**src/design/mtwt_pkg.sv**
```systemverilog
`timescale 1ns / 1ps
// Shared types, constants and codes for the timestamp watermark table.
package mtwt_pkg;

    localparam int TABLE_DEPTH = 16;
    localparam int IDX_W       = (TABLE_DEPTH > 1) ? $clog2(TABLE_DEPTH) : 1;
    localparam int STAMP_W     = 48;
    localparam int SITE_W      = 16;
    localparam int TXN_W       = 64;
    localparam int DRIFT_W     = 32;
    localparam int DATA_W      = 32;
    localparam int ADDR_W      = 3;
    localparam int ACT_W       = 2;
    localparam int STAT_W      = 2;

    localparam logic [STAMP_W-1:0] STAMP_MAX = {STAMP_W{1'b1}};

    // Register index, taken from paddr[2]
    localparam logic REG_SITE  = 1'b0;
    localparam logic REG_DRIFT = 1'b1;

    typedef enum logic [ACT_W-1:0] {
        ACT_CREATE = 2'd0,
        ACT_REMOVE = 2'd1,
        ACT_QUERY  = 2'd2
    } act_t;

    typedef enum logic [STAT_W-1:0] {
        ST_OK        = 2'd0,
        ST_NOT_FOUND = 2'd1,
        ST_MISMATCH  = 2'd2,
        ST_FULL      = 2'd3
    } stat_t;

    typedef enum logic [2:0] {
        S_IDLE,
        S_SUM,
        S_RAISE,
        S_LAUNCH,
        S_WALK,
        S_APPLY
    } state_t;

    // Search key broadcast to every cell during a walk
    typedef struct packed {
        logic [STAMP_W-1:0] stamp;
        logic [SITE_W-1:0]  site;
        logic [TXN_W-1:0]   txn;
    } key_t;

    // Token that travels down the cell row, one cell per cycle
    typedef struct packed {
        logic               valid;
        logic               match_found;
        logic [IDX_W-1:0]   match_idx;
        logic               match_txn_eq;
        logic               free_found;
        logic [IDX_W-1:0]   free_idx;
        logic               min_found;
        logic [STAMP_W-1:0] min_stamp;
        logic [SITE_W-1:0]  min_site;
    } token_t;

    // Table update, broadcast to all cells
    typedef struct packed {
        logic               en;
        logic               set;
        logic [IDX_W-1:0]   idx;
        logic [STAMP_W-1:0] stamp;
        logic [SITE_W-1:0]  site;
        logic [TXN_W-1:0]   txn;
    } wr_t;

    // Stamp generator controls
    typedef struct packed {
        logic ld_sum;
        logic ld_cand;
        logic commit;
    } gen_ctl_t;

endpackage

```
**src/design/mtwt_stamp_gen.sv**
```systemverilog
`timescale 1ns / 1ps
// Stamp generator: drift add with clamp, monotonic raise, last issued stamp.
module mtwt_stamp_gen (
    input  logic                          aclk,
    input  logic                          aresetn,
    input  mtwt_pkg::gen_ctl_t            ctl,
    input  logic [mtwt_pkg::STAMP_W-1:0]  now_ms,
    input  logic [mtwt_pkg::DRIFT_W-1:0]  drift,
    output logic [mtwt_pkg::STAMP_W-1:0]  cand
);

    localparam int SUM_W = mtwt_pkg::STAMP_W + 2;

    logic [SUM_W-1:0]              sum_w;
    logic [mtwt_pkg::STAMP_W-1:0]  clamp_reg, clamp_next;
    logic [mtwt_pkg::STAMP_W-1:0]  cand_reg, cand_next;
    logic [mtwt_pkg::STAMP_W-1:0]  last_reg;

    // Sum fits a signed SUM_W value: top bit is the sign, next bit is overflow
    assign sum_w = {2'b00, now_ms}
                 + {{(SUM_W - mtwt_pkg::DRIFT_W){drift[mtwt_pkg::DRIFT_W-1]}}, drift};

    always_comb begin
        priority if (sum_w[SUM_W-1]) begin
            clamp_next = '0;
        end else if (sum_w[SUM_W-2]) begin
            clamp_next = mtwt_pkg::STAMP_MAX;
        end else begin
            clamp_next = sum_w[mtwt_pkg::STAMP_W-1:0];
        end
    end

    always_comb begin
        if (clamp_reg <= last_reg) begin
            cand_next = (last_reg == mtwt_pkg::STAMP_MAX) ? mtwt_pkg::STAMP_MAX
                                                          : last_reg + mtwt_pkg::STAMP_W'(1);
        end else begin
            cand_next = clamp_reg;
        end
    end

    always_ff @(posedge aclk) begin
        if (ctl.ld_sum) begin
            clamp_reg <= clamp_next;
        end
        if (ctl.ld_cand) begin
            cand_reg <= cand_next;
        end
    end

    always_ff @(posedge aclk) begin
        if (!aresetn) begin
            last_reg <= '0;
        end else if (ctl.commit) begin
            last_reg <= cand_reg;
        end
    end

    assign cand = cand_reg;

endmodule

```
**config.mk**
```make
export PLATFORM = sky130hd
export DESIGN_NAME = mtwt_stamp_gen
export DESIGN_NICKNAME = d
export VERILOG_FILES = /design/src/design/mtwt_pkg.sv /design/src/design/mtwt_stamp_gen.sv
export SDC_FILE = /design/constraint.sdc
export NUM_CORES = 1
export LEC_CHECK = 0
export BUFFER_PORTS_ARGS = -buffer_cell sky130_fd_sc_hd__buf_2
export CELL_PAD_IN_SITES_DETAIL_PLACEMENT = 1
export CELL_PAD_IN_SITES_GLOBAL_PLACEMENT = 1
export CORE_MARGIN = 5
export CORE_UTILIZATION = 46
export DETAILED_ROUTE_END_ITERATION = 8
export PLACE_DENSITY = 0.78
export SLEW_MARGIN = 20
export SYNTH_ARGS = -nofsm -noshare
export SYNTH_HDL_FRONTEND = slang
export SYNTH_SLANG_ARGS = --single-unit
```
**constraint.sdc**
```tcl
create_clock -name aclk -period 5.1 [get_ports aclk]
set_input_delay 1.02 -clock aclk [delete_from_list [all_inputs] [get_ports aclk]]
set_output_delay 1.02 -clock aclk [all_outputs]
set_load 0.03 [all_outputs]
```
[Word level (Yosys, flattened, before mapping)]
Index checks and enable logic that the tools add are counted.
Word-level totals
  bits in registers: 144
  bits in latches: 0
  memory bits (writable): 0
  bits in read-only memories: 0
  output and inout bits: 48
  memories: 0
Operators by class
  $add $sub $neg: 2
  multipliers: 0
  divide/modulo/power cells: 0
  $lt $le $gt $ge: 1
  equality and inequality tests: 1
  shifts and indexed selects: 0
  muxes and demuxes: 3
  bitwise gates (word level): 0
  reductions and logical operators: 0
Operator list (number)
  $mux W48: 3
  $add A49 B32 Y50: 1
  $add A48 B1 Y48 const B: 1
  $eq A48 B48 Y1 const B: 1
  $le A48 B48 Y1: 1

[Longest topological paths before layout]
  depth after elaboration: 3
  mapped depth: 14

[Least setup slack after synthesis]
Ideal clock, no wire load.
  path kind: input -> register
  from: input now_ms[9] (netlist bit)
  to: register clamp_reg[27] (netlist bit), data pin
  library setup time: 0.270 ns
  arrival: 3.658 ns
  path slack: 1.172 ns
  stages on the path: 13
  buffers on the path: 3
  cells stage by stage: ha_1 > clkbuf_1 > nand4_1 > or4_1 > a21oi_1 > nor4_1 > o21ai_1 > a21bo_2 > a31oi_1 > xor2_1 > clkbuf_1 > clkbuf_1 > a21oi_1
On the way
  word-level cells in the longest chain between the ends: 2
Ends and longest elaborated chain
  start: declaration: line mtwt_stamp_gen.sv:7  | input logic [mtwt_pkg::STAMP_W-1:0] now_ms,
  $add A49 B32 Y50 (*): line mtwt_stamp_gen.sv:21  | + {{(SUM_W - mtwt_pkg::DRIFT_W){drift[mtwt_pkg::DRIFT_W-1]}}, drift};
  $mux W48: line mtwt_stamp_gen.sv:26  | end else if (sum_w[SUM_W-2]) begin
  end signal: assignment: line mtwt_stamp_gen.sv:44  | clamp_reg <= clamp_next;
  end: declaration: line mtwt_stamp_gen.sv:15  | logic [mtwt_pkg::STAMP_W-1:0] clamp_reg, clamp_next;
Mark *: on every way between the ends. The rest lies on a longest branch, timed or not.
A chain may end at the register's enable or synchronous reset.

[Worst setup path after layout]
  from: input now_ms[4] (netlist bit)
  to: register clamp_reg[11] (netlist bit), data pin
Same word-level chain as after synthesis.

==> run metrics <==
Pwr per Cell Area 343 mW/mm2; worst r2r path cells 8; largest net degree at the start of global routing 49; DRC 0; worst r2r src last_reg[45]; critical path capture point type flop; CTS tree done; status finished, final reports clean; pre-CTS setup slack 0.321 ns; die area 0.0264 mm2; core area 0.0228 mm2; I/O pin count 133; placed cells 1539; Routability Congestion 0.848; FFs w/ async S/R, synth 0%; post-route cell area 0.0122 mm2; setup TNS 0 ns; Worst VDD drop 0.000236 V; final count of pins violating max slew 0; Initial DRC Count 461; layout overhead on the synthesized area 14.5%; crit start category input port; Clock Sinks 144; unrepaired setup endpoints after global routing no; CP required 5.28 ns; Vias 8893; total wire length 30400 um; Detail Placement HPWL 22600 um; hold_buf cts 0; post-cts sizing count 0; CTS clk-pin slew, worst paths 0.06 ns; synthesized area per cell 9.40 um2; H-tree levels 4; initial antenna violation count 0; share of layout cells above drive strength 1 19.7%; TritonCTS buffer count 17; FF+latch count, synth 144; final setup fails 0; critical path capture point clamp_reg[11]; Initial Util 46.9%; skew final 0.0115 ns; crit path time final 4.32 ns; Post-synth EDFFs 96; Worst-Skew Late Latency 0.44 ns; crit path max fanout 26; Via density 5.66; leading area contributor after synthesis edfxtp_1; CP Launch Point now_ms[4]; Worst Slack Setup Final 0.780 ns; Netlist Area Pre-Place 0.0107 mm2; Least-Margin Pin Slew 1.03 ns; vias in the first global route 9278; Longest Clk Path Bufs 2; Seq/Total Area, Yosys 36.0%; # rows 55; Final ANT Viol Nets 0; total leakage power 5.28 nW; Buffers on Ports 132; warnings from Yosys 0; Fmax achieved 231 MHz; Tot GR Track Use 22.8%; critical path arrival 4.50 ns; postcts setup bufs 0; Worst Setup Path Type input port to flop; synth top area cells edfxtp_1 (27%), ha_1 (11%), dfxtp_1 (9.0%); R2R Setup Slk 1.28 ns; fin util 53.7%; ant diodes 0; die height 162 um; Cell Count, Final, Fillers Out 1571; Synth top area share 27.0%; GR Overflow Total 0; global-route wire length before repair 48500 um; final hold vios 0; slew margin rel. 31.0%; Synth Flop Type edfxtp_1; Post-Synthesis Cells 1137; reg-to-reg endpoint cand[31]; Die Span X 162 um; HP Class flop to flop; Layout Nets 1429; Max Cap Viol 0; Area after DPL 0.0116 mm2; Synth cell types 72; syn nets 1321; Wirelength per Cell 19.3 um; Final period util 84.7%; Clock Tree Root clkbuf_16; drt pass-1 iters 5
-- synth_stat cells, types with 8 or more instances --
cell type	number
a31oi_1	13
nor3_1	16
nand3_1	29
nor2b_1	54
nand2_1	94
a21o_1	47
mux2_2	45
dfxtp_1	48
edfxtp_1	96
nor2_1	51
o21bai_1	8
mux2i_1	48
a21oi_1	115
nand2b_1	9
ha_1	98
xnor2_1	58
xor2_1	25
clkbuf_1	42
nand4_1	29
inv_1	67
o21ai_0	47
-- how the worst min path moves through the flow --
| stage | start | to | slack, ns | cells after the start |
|---|---|---|---|---|
| floorplan | last_reg[13] | last_reg[13] | 0.48 | 2 |
| finish | last_reg[24] | last_reg[24] | 0.53 | 2 |
| detailed placement | last_reg[24] | last_reg[24] | 0.51 | 2 |
| global placement | last_reg[24] | last_reg[24] | 0.50 | 2 |
| CTS | last_reg[14] | last_reg[14] | 0.53 | 2 |
| global route | last_reg[14] | last_reg[14] | 0.56 | 2 |
-- area by class of cell --
| type | count | area, um2 |
|---|---|---|
| clock buffer | 19 | 443 |
| clock inverter | 13 | 150 |
| fill | 2630 | 10500 |
| inverter | 68 | 255 |
| multi-input combinational | 873 | 6410 |
| sequential | 144 | 3840 |
| tap | 313 | 392 |
| timing repair buffer | 141 | 741 |
-- metrics by stage --
step / hold WS, ns / total power [mW]
6_report: 0.529 / 4.20
5_1_grt: 0.556 / 4.41
4_1_cts: 0.533 / 4.22
3_5_place_dp: 0.514 / 2.93
3_3_place_gp: 0.497 / 2.87
2_1_floorplan: 0.483 / 2.51
-- routing by layer --
layer	GRT usage, %	up-vias	wire (um)
met5	0	-	0
met4	6.57	0	509
met3	2.91	38	899
met2	39.2	170	14700
met1	30.4	4352	14300
li1	-	4333	-
-- where the power goes --
part	internal [mW]	switching, mW	total (mW)	leakage [nW]
Sequential	1.46	0.145	1.61	1.34
Combinational	0.551	0.774	1.33	3.65
Clock	0.741	0.521	1.26	0.285
-- cell usage in the layout, fill, tap and decap left out, types with 3 or more instances in the layout --
| master | count |
|---|---|
| a21o_1 | 47 |
| o211ai_1 | 5 |
| xnor2_1 | 58 |
| mux2_1 | 3 |
| nand3_1 | 29 |
| mux2_2 | 45 |
| a41oi_1 | 3 |
| o2111ai_1 | 4 |
| clkinv_4 | 3 |
| dfxtp_1 | 48 |
| a21oi_1 | 115 |
| nor3_1 | 16 |
| and3_1 | 7 |
| nor4_1 | 5 |
| nor2_1 | 51 |
| o31ai_1 | 5 |
| inv_1 | 67 |
| nor2b_1 | 54 |
| or2_2 | 4 |
| nand2_1 | 94 |
| xor2_1 | 24 |
| a31oi_1 | 13 |
| ha_1 | 98 |
| edfxtp_1 | 96 |
| mux2i_1 | 48 |
| nand4_1 | 29 |
| buf_4 | 8 |
| o21bai_1 | 8 |
| nand2b_1 | 9 |
| o21ai_0 | 46 |
| inv_6 | 5 |
| buf_2 | 132 |
| o21a_1 | 4 |
| nand4_2 | 3 |
| and2_1 | 3 |
| clkbuf_16 | 17 |
-- cells by family after synthesis --
logic type	Yosys count	synth area share, %
and+or+nand+nor	327	16.2
adders and majority gates	99	11.7
xor gates and xnor gates	84	6.96
muxes	97	9.70
buffers and inverters	120	4.50
AOI/OAI and AO/OA	266	15.0
DFF	144	36.0
-- critical path, stage by stage --
cell and delay (ns):
buf_2 0.10, ha_1 0.37, a21o_1 0.20, a31o_2 0.23, o2111ai_1 0.32, a21oi_1 0.15, o31ai_1 0.47, a21oi_1 0.16
o211ai_1 0.43, o2111ai_1 0.26, o311ai_4 0.31, buf_4 0.39, a21oi_1 0.09
Power figures use the tool's default switching activity.
