===== src/design/mtwt_pkg.sv =====
`timescale 1ns / 1ps
// Shared types, constants and codes for the timestamp watermark table.
package mtwt_pkg;

    localparam int TABLE_DEPTH = 16;
    localparam int IDX_W       = (TABLE_DEPTH > 1) ? $clog2(TABLE_DEPTH) : 1;
    localparam int STAMP_W     = 48;
    localparam int SITE_W      = 16;
    localparam int TXN_W       = 64;
    localparam int DRIFT_W     = 32;
    localparam int DATA_W      = 32;
    localparam int ADDR_W      = 3;
    localparam int ACT_W       = 2;
    localparam int STAT_W      = 2;

    localparam logic [STAMP_W-1:0] STAMP_MAX = {STAMP_W{1'b1}};

    // Register index, taken from paddr[2]
    localparam logic REG_SITE  = 1'b0;
    localparam logic REG_DRIFT = 1'b1;

    typedef enum logic [ACT_W-1:0] {
        ACT_CREATE = 2'd0,
        ACT_REMOVE = 2'd1,
        ACT_QUERY  = 2'd2
    } act_t;

    typedef enum logic [STAT_W-1:0] {
        ST_OK        = 2'd0,
        ST_NOT_FOUND = 2'd1,
        ST_MISMATCH  = 2'd2,
        ST_FULL      = 2'd3
    } stat_t;

    typedef enum logic [2:0] {
        S_IDLE,
        S_SUM,
        S_RAISE,
        S_LAUNCH,
        S_WALK,
        S_APPLY
    } state_t;

    // Search key broadcast to every cell during a walk
    typedef struct packed {
        logic [STAMP_W-1:0] stamp;
        logic [SITE_W-1:0]  site;
        logic [TXN_W-1:0]   txn;
    } key_t;

    // Token that travels down the cell row, one cell per cycle
    typedef struct packed {
        logic               valid;
        logic               match_found;
        logic [IDX_W-1:0]   match_idx;
        logic               match_txn_eq;
        logic               free_found;
        logic [IDX_W-1:0]   free_idx;
        logic               min_found;
        logic [STAMP_W-1:0] min_stamp;
        logic [SITE_W-1:0]  min_site;
    } token_t;

    // Table update, broadcast to all cells
    typedef struct packed {
        logic               en;
        logic               set;
        logic [IDX_W-1:0]   idx;
        logic [STAMP_W-1:0] stamp;
        logic [SITE_W-1:0]  site;
        logic [TXN_W-1:0]   txn;
    } wr_t;

    // Stamp generator controls
    typedef struct packed {
        logic ld_sum;
        logic ld_cand;
        logic commit;
    } gen_ctl_t;

endpackage


===== src/design/mtwt_cell.sv =====
`timescale 1ns / 1ps
// One table entry plus its stage of the search token chain.
module mtwt_cell (
    input  logic                      aclk,
    input  logic                      aresetn,
    input  logic [mtwt_pkg::IDX_W-1:0] cell_idx,
    input  mtwt_pkg::key_t            key,
    input  mtwt_pkg::wr_t             wr,
    input  mtwt_pkg::token_t          tok_in,
    output mtwt_pkg::token_t          tok_out
);

    logic                          valid_reg;
    logic [mtwt_pkg::STAMP_W-1:0]  stamp_reg;
    logic [mtwt_pkg::SITE_W-1:0]   site_reg;
    logic [mtwt_pkg::TXN_W-1:0]    txn_reg;
    mtwt_pkg::token_t              tok_reg, tok_next;
    logic                          hit;
    logic                          wr_here;

    assign hit     = valid_reg && (stamp_reg == key.stamp) && (site_reg == key.site);
    assign wr_here = wr.en && (wr.idx == cell_idx);

    always_comb begin
        tok_next = tok_in;
        if (!tok_in.match_found && hit) begin
            tok_next.match_found  = 1'b1;
            tok_next.match_idx    = cell_idx;
            tok_next.match_txn_eq = (txn_reg == key.txn);
        end
        if (!tok_in.free_found && !valid_reg) begin
            tok_next.free_found = 1'b1;
            tok_next.free_idx   = cell_idx;
        end
        // order by stamp, then site
        if (valid_reg && (!tok_in.min_found ||
                          ({stamp_reg, site_reg} < {tok_in.min_stamp, tok_in.min_site}))) begin
            tok_next.min_found = 1'b1;
            tok_next.min_stamp = stamp_reg;
            tok_next.min_site  = site_reg;
        end
    end

    always_ff @(posedge aclk) begin
        if (!aresetn) begin
            tok_reg   <= '0;
            valid_reg <= 1'b0;
        end else begin
            tok_reg <= tok_next;
            if (wr_here) begin
                valid_reg <= wr.set;
            end
        end
    end

    always_ff @(posedge aclk) begin
        if (wr_here && wr.set) begin
            stamp_reg <= wr.stamp;
            site_reg  <= wr.site;
            txn_reg   <= wr.txn;
        end
    end

    assign tok_out = tok_reg;

endmodule


===== config.mk =====
export PLATFORM = sky130hd
export DESIGN_NAME = mtwt_cell
export DESIGN_NICKNAME = d
export VERILOG_FILES = /design/src/design/mtwt_pkg.sv /design/src/design/mtwt_cell.sv
export SDC_FILE = /design/constraint.sdc
export NUM_CORES = 1
export LEC_CHECK = 0
export BUFFER_PORTS_ARGS = -buffer_cell sky130_fd_sc_hd__buf_2
export CAP_MARGIN = 20
export CELL_PAD_IN_SITES_DETAIL_PLACEMENT = 0
export CELL_PAD_IN_SITES_GLOBAL_PLACEMENT = 1
export CORE_MARGIN = 1.5
export CORE_UTILIZATION = 39
export DETAILED_ROUTE_END_ITERATION = 16
export GPL_TIMING_DRIVEN = 1
export PLACE_DENSITY = 0.9
export SLEW_MARGIN = 20
export SYNTH_ARGS = -nofsm -noshare
export SYNTH_HDL_FRONTEND = slang
export SYNTH_SLANG_ARGS = --single-unit

===== constraint.sdc =====
create_clock -name aclk -period 12.1 [get_ports aclk]
set_clock_uncertainty 0.2 [all_clocks]
set_input_delay 2.42 -clock aclk [delete_from_list [all_inputs] [get_ports aclk]]
set_output_delay 2.42 -clock aclk [all_outputs]
set_load 0.02 [all_outputs]

# ---- Yosys cells after proc, flatten, opt, wreduce, memory -nomap -nowiden
# Cells that the tools add are included.
dict set report word_totals {
  inputBits 345
  word_cells 33
  reg_bits 206
}
dict set report op_classes {
  n_mux 3
  n_eq_ne 4
  reduce_logical 12
  n_lt_le_gt_ge 1
}
# op count
set op_table {}
lappend op_table {{two-way mux 65 bit} 1}
lappend op_table {{== test 64 bit} 1}
lappend op_table {{< comparator 64 bit} 1}
lappend op_table {{== test 48 bit} 1}
lappend op_table {{== test 16 bit} 1}
lappend op_table {{logical AND 1 bit} 7}
lappend op_table {{two-way mux 6 bit} 1}
lappend op_table {{two-way mux 5 bit} 1}
lappend op_table {{== test 4 bit} 1}
lappend op_table {{zero test 1 bit} 4}
lappend op_table {{logical OR 1 bit} 1}

# ---- Depth between registers and ports, before layout
# Gate-level depths: netlist of the first run.
dict set report depth {
  depth_word 5
  ltp_mapped 11
  depth_no_buf 10
}

# ---- Least setup slack after synthesis of the first run
# Ideal clock, no wire load.
dict set report synth_path {
  path_type {input-to-reg}
  from {input port cell_idx[2] in the netlist's numbering}
  to {register site_reg[0] in the netlist's numbering, enable pin}
  slack_ns 5.601
  required_time_ns 11.400
  cell_stages 3
  path_buffers 0
  setup_time_ns 0.500
  arrival_time_ns 5.799
  cell_sequence {xor2_1 > nor3_1 > and4_1}
}
dict set report synth_between {
  elab_chain_cells 3
}
# item line
set synth_lines {}
lappend synth_lines {{start, declared} mtwt_cell.sv:6} ;# input logic [mtwt_pkg::IDX_W-1:0] cell_idx,
lappend synth_lines {{== test 4 bit} mtwt_cell.sv:22} ;# assign wr_here = wr.en && (wr.idx == cell_idx);
lappend synth_lines {{logical AND 1 bit} mtwt_cell.sv:22}
lappend synth_lines {{logical AND 1 bit} mtwt_cell.sv:57} ;# if (wr_here && wr.set) begin
lappend synth_lines {{end signal, assigned} mtwt_cell.sv:59} ;# site_reg <= wr.site;
lappend synth_lines {{end, declared} mtwt_cell.sv:15} ;# logic [mtwt_pkg::SITE_W-1:0] site_reg;
# Every way passes these cells.
# A chain may end at the register's enable or synchronous reset.

# ---- Worst setup path after layout of the first run
dict set report layout_path {
  from {input port tok_in[35] in the netlist's numbering}
  to {register tok_reg, in the netlist tok_out[34]}
}
dict set report layout_between {
  elab_chain_cells 4
}
# item line
set layout_lines {}
lappend layout_lines {{start, declared} mtwt_cell.sv:9} ;# input mtwt_pkg::token_t tok_in,
lappend layout_lines {{< comparator 64 bit} mtwt_cell.sv:37} ;# ({stamp_reg, site_reg} < {tok_in.min_stamp, tok_in.min_site}))) begin
lappend layout_lines {{logical OR 1 bit} mtwt_cell.sv:36} ;# if (valid_reg && (!tok_in.min_found ||
lappend layout_lines {{logical AND 1 bit} mtwt_cell.sv:36}
lappend layout_lines {{two-way mux 65 bit} mtwt_cell.sv:36}
lappend layout_lines {{end signal, assigned} mtwt_cell.sv:49} ;# tok_reg <= tok_next;
lappend layout_lines {{end, declared} mtwt_cell.sv:17} ;# mtwt_pkg::token_t tok_reg, tok_next;
# Every way passes these cells.

==> impl_metrics.tcl, run 1 <==
set metrics [dict create \
    report.final.slew_viol_count 0 \
    layout-area-overhead-vs-synth_pct 33.0 \
    floorplan.die.width_um 163 \
    fmaxAchievable_mhz 177 \
    syn_nets 1285 \
    drt_pre_antenna_iters 5 \
    grt_antenna_before_repair 19 \
    ant_nets 0 \
    cap_viol_max_count 0 \
    grt_usage_pct 23.4 \
    worst-setup-path-type "primary input to flip-flop" \
    ys_seq_elements 206 \
    synth.yosys.seq_area_share_pct 54.2 \
    critical_path.endpoint_type "flip-flop" \
    synth_edf_count 128 \
    largest_net_degree_at_the_start_of_global_routing 87 \
    largest_register_ff_count 77 \
    instances_no_fill 1669 \
    clock_tree_from_tritoncts "built" \
    port_buffers 421 \
    worst_slew_margin_rel_pct 35.4 \
    postCtsSetupBuffers 0 \
    min_path_type "flip-flop to flip-flop" \
    critPathRequiredTime_ns 12.35 \
    clock-sinks 206 \
    vias 8112 \
    design.die.area_um2 26500 \
    detailedPlacementHpwl_um 26100 \
    routed_wirelength_um 32300 \
    worst_ep_arrival_time_ns 5.89 \
    final_layout_size_suffix_gt1_share_pct 35.6 \
    critical_path.max_fanout 45 \
    outcome "finished, final reports clean" \
    tightestPinTransition_ns 0.969 \
    start_util_pct 39.7 \
    finalNetCount 1714 \
    post_cts_resize_count 0 \
    wl_per_cell_um 19.4 \
    grt_overflow 0 \
    vias_per_cell 4.86 \
    clock_tree_buffer_depth 3 \
    syn-cell-area_um2 9970 \
    clk_pin_slew_worst_paths_ns 0.06 \
    detailedPlace.worstSlack_ns 5.94 \
    vias_in_the_first_global_route 8239 \
    placed_cell_count 1610 \
    cts_max_level 1 \
    unrepaired_setup_endpoints_after_global_routing "false" \
    postSynth.asyncResetShare_pct 0 \
    powerDensity_nw_per_um2 131 \
    timing.final.ws_setup_ns 6.46 \
    gp_congestion 0.879 \
    synth_warnings 0 \
    design_power_total_mw 1.74 \
    drt_iter0_drc 530 \
    ys.flop_type "edfxtp_1" \
    start_kind "primary input" \
    synthCells 877 \
    cts_hold_buffers 0 \
    die_h_um 163 \
    setup_viol_count_final 0 \
    fillers 2308 \
    layout_min_cycle_time_ns 5.64 \
    clock-root-buffer "clkbuf_16" \
    io-pin-count 422 \
    layout.cells.most_common_list "buf_2 (420), nand2_1 (149), edfxtp_1 (128)" \
    clk_latency_ns 0.52 \
    final_hold_viol_count 0 \
    layout.cells.most_common "buf_2" \
    design.core.area_um2 25100 \
    netlist-cell-type-count 42 \
    tns_ns 0 \
    final_min_period_over_clock_period_pct 46.6 \
    drc_errors 0 \
    cellLeakagePower_nw 6.56 \
    peakVddDrop_mv 0.138 \
    global_route_wire_length_before_repair_um 46100 \
    syn_avg_cell_area_um2 11.4 \
    tritoncts.num_buffers 24 \
    placement_rows 58 \
]
==> stage by stage <==
step	hold WS, ns	utilization (%)	cell area, µm²
after global placement	0.358	49.4	12400
after floorplan	0.327	-	9970
final	0.379	52.8	13300
after CTS	0.391	52.7	13200
after detailed placement	0.377	49.4	12400
after global routing	0.431	52.8	13300
==> where the power goes <==
part	switching, mW	internal (mW)	leakage, nW	total [mW]
clock	0.302	0.457	0.410	0.759
combinational	0.112	0.0917	4.34	0.204
sequential	0.0111	0.771	1.80	0.782
==> cells in the mapped netlist, types with 2 or more instances <==
cell / number / area (µm²)
nand2_1: 149 / 559
edfxtp_1: 128 / 3840
xor2_1: 96 / 841
inv_1: 85 / 319
dfxtp_1: 78 / 1560
mux2i_1: 69 / 691
ha_1: 63 / 788
nor4_1: 28 / 175
a21oi_1: 26 / 130
nand4_1: 21 / 131
xnor2_1: 19 / 166
clkbuf_1: 16 / 60.1
o21ai_0: 16 / 80.1
nor2b_1: 12 / 75.1
o22ai_1: 8 / 50.1
buf_6: 6 / 67.6
nand3_1: 6 / 30.0
nor3_1: 6 / 30.0
a21boi_0: 5 / 37.5
nor2_1: 5 / 18.8
and4_1: 4 / 35.0
a211oi_1: 3 / 22.5
a221oi_1: 3 / 26.3
o21a_1: 3 / 22.5
a2111oi_2: 2 / 30.0
a21o_1: 2 / 15.0
a22oi_1: 2 / 15.0
o2bb2ai_1: 2 / 17.5
==> critical path: stages <==
cell and delay (ns):
buf_2 0.09, inv_1 0.04, ha_1 0.32, nand4_1 0.18, nor4_1 0.47, buf_4 0.22, nand4_1 0.10, a21oi_1 0.18
a2111oi_2 0.09, nor2_4 0.67, buf_4 0.73, mux2i_1 0.26
==> final cells by class <==
class	instances	area [µm²]	share of cell area, %
Sequential cell	206	5410	40.7
Multi-Input combinational cell	564	4120	31.1
Timing Repair Buffer	425	2140	16.1
Clock buffer	26	618	4.66
Tap cell	330	413	3.11
Inverter	85	319	2.41
Clock inverter	18	210	1.58
Antenna cell	15	37.5	0.283
==> worst paths after layout <==
path / start / endpoint / cells after the start / slack (ns)
setup / recovery: tok_in[35] / tok_out[34] / 12 / 6.46
hold / removal: site_reg[3] / tok_out[3] / 2 / 0.38
setup reg to reg: stamp_reg[19] / tok_out[34] / 10 / 8.01
hold reg to reg: site_reg[3] / tok_out[3] / 2 / 0.38
==> routing by layer <==
layer  wire length (µm)  part of all wire [%]  global-route usage [%]  vias to the layer above
met1              12300                    38                    25.8                     3767
met4                924                   2.9                    9.01                        6
met2              16400                    51                    42.2                      343
met5                 41                  0.13                       0                        -
li1                   -                     -                       -                     3943
met3               2620                   8.1                    6.93                       53
==> cells by family after synthesis <==
| family | Yosys count | share of synthesized area, % |
|---|---|---|
| adder cells (fa/ha/maj) | 63 | 7.90 |
| flip-flops | 206 | 54.2 |
| XOR/XNOR | 115 | 10.1 |
| AND/OR/NAND/NOR | 236 | 11.1 |
| AO/OA/AOI/OAI | 81 | 5.26 |
| multiplexers | 69 | 6.93 |
| buffers and inverters | 107 | 4.48 |
Note: power is estimated with default switching activity, not from simulation.
==> inputs of run 2 (changes only) <==
CORE_UTILIZATION = 36   (was 39)
PLACE_DENSITY = 0.84   (was 0.9)
clock period = 5.5 ns   (was 12.1 ns; I/O delays follow)
==> impl_metrics.tcl, run 2 (synthesized netlist as in run 1, its figures left out) <==
set metrics [dict create \
    outcome "finished, final reports clean" \
    vias 8104 \
    met2RoutedLength_um 16500 \
    timing.hold.ws_ns 0.387 \
    cts_max_level 1 \
    timing.reg2reg.worst_path_depth 10 \
    stdcell_area_um2 13400 \
    port_buffers 421 \
    clk_latency_ns 0.52 \
    largest_register_ff_count 77 \
    worst_slew_margin_rel_pct 39.5 \
    io-pin-count 422 \
    design_power_total_mw 3.84 \
    vias_in_the_first_global_route 8502 \
    critPathRequiredTime_ns 5.75 \
    tightestPinTransition_ns 0.907 \
    tns_ns 0 \
    worst_path_largest_cell_delay_ns 0.63 \
    floorplan.die.width_um 169 \
    ant_nets 0 \
    powerDensity_nw_per_um2 288 \
    design.core.area_um2 27100 \
    start_util_pct 36.8 \
    route.layer.met1.wl_um 12000 \
    global_route_wire_length_before_repair_um 47300 \
    unrepaired_setup_endpoints_after_global_routing "false" \
    cts_hold_buffers 0 \
    worst_path_max_delay_cell "nor4_1" \
    layout-area-overhead-vs-synth_pct 33.9 \
    vias_per_cell 4.74 \
    cp.depth 12 \
    worst_ep_arrival_time_ns 3.81 \
    highest_signal_layer_in_the_routed_design "met5" \
    postCtsSetupBuffers 0 \
    clock_tree_buffer_depth 3 \
    grt_usage_pct 22.3 \
    critical_path.endpoint_type "flip-flop" \
    fmaxAchievable_mhz 281 \
    wl_per_cell_um 19.2 \
    drt_pre_antenna_iters 7 \
    design.die.area_um2 28700 \
    holdPathStages 2 \
    detailedPlacementHpwl_um 26700 \
    path_delay_family "simple AND/OR/NAND/NOR gates" \
    final_hold_viol_count 0 \
    finalNetCount 1716 \
    min_path_type "flip-flop to flip-flop" \
    layout.cells.most_common_list "buf_2 (420), nand2_1 (149), edfxtp_1 (128)" \
    grt_antenna_before_repair 19 \
    clock-sinks 206 \
    post_cts_resize_count 0 \
    layout_min_cycle_time_ns 3.56 \
    clk_pin_slew_worst_paths_ns 0.06 \
    drc_errors 0 \
    cap_viol_max_count 0 \
    cellLeakagePower_nw 6.58 \
    drt_iter0_drc 499 \
    critical_path.max_fanout 22 \
    placement_rows 60 \
    report.final.slew_viol_count 0 \
    largest_net_degree_at_the_start_of_global_routing 88 \
    layout.cells.most_common "buf_2" \
    die_h_um 169 \
    final_layout_size_suffix_gt1_share_pct 35.4 \
    peakVddDrop_mv 0.246 \
    cp_cell_sequence "buf_2 -> inv_1 -> ha_1 -> nand3_1 -> nor4_1 -> nand2_1 -> o22ai_1 -> a311o_1 -> o21ai_0 -> nor2_4 -> buf_4 -> mux2i_1" \
    final_min_period_over_clock_period_pct 64.7 \
    tritoncts.num_buffers 24 \
    worst-setup-path-type "primary input to flip-flop" \
    clock-root-buffer "clkbuf_16" \
    start_kind "primary input" \
    met3WireLength_um 2960 \
    clock_tree_from_tritoncts "built" \
    dpl_cell_area_um2 12500 \
    grt_overflow 0 \
    worst-path-buf-inv 3 \
    setup_viol_count_final 0 \
    gp_congestion 0.863 \
    routed_wirelength_um 32800 \
]
-- run 2: cell count changes in the layout (fill, tap and decap cells not counted), sizes merged --
cell      change
clkbuf        +5
clkinv        -3
diode         -3
buf           +2
clkinvlp      -1
inv           -1
-- run 2: final timing paths --
check                                   start           to  slack [ns]
worst max register to register  stamp_reg[33]  tok_out[23]        2.10
worst min-delay path            stamp_reg[23]  tok_out[39]        0.39
worst max-delay path               tok_in[60]  tok_out[34]        1.94
worst min register to register  stamp_reg[23]  tok_out[39]        0.39
-- run 2: where the power goes --
group	switching [mW]	total [mW]	internal [mW]
clock network	0.638	1.68	1.04
logic	0.247	0.450	0.202
registers	0.0222	1.72	1.70
total	0.907	3.84	2.94
-- run 2: layout make-up --
type,count,area (µm²)
inverters,85,319
multi-input cells,564,4120
flip-flops and latches,206,5410
repair buffers,427,2180
diodes,12,30.0
clock buffers,31,668
clock inverters,13,161
well taps,372,465
fillers,2527,13700
-- run 2: worst register-to-register path, delay by kind of cell, from the launching register on --
kind	cells	cell delay [ns]
adders and majority gates	1	0.34
DFF	1	0.51
buffers and inverters	1	0.30
muxes	1	0.17
and+or+nand+nor	2	0.49
AOI/OAI and AO/OA	5	1.25
-- run 2: layer usage --
layer / vias to the layer above / global-route usage (%)
li1: 3947 / -
met1: 3723 / 23.7
met2: 351 / 40.6
met3: 71 / 7.07
met4: 12 / 9.54
met5: - / 0
-- run 2: per-stage QoR --
| step | utilization [%] | worst slack (ns) | cells |
|---|---|---|---|
| final | 49.3 | 1.94 | 1710 |
| after global routing | 49.2 | 1.64 | 1706 |
| after CTS | 49.2 | 1.88 | 1698 |
| after detailed placement | 46.1 | 1.34 | 1654 |
| after global placement | 46.1 | 1.38 | 1654 |
| after floorplan | - | 0.321 | 877 |
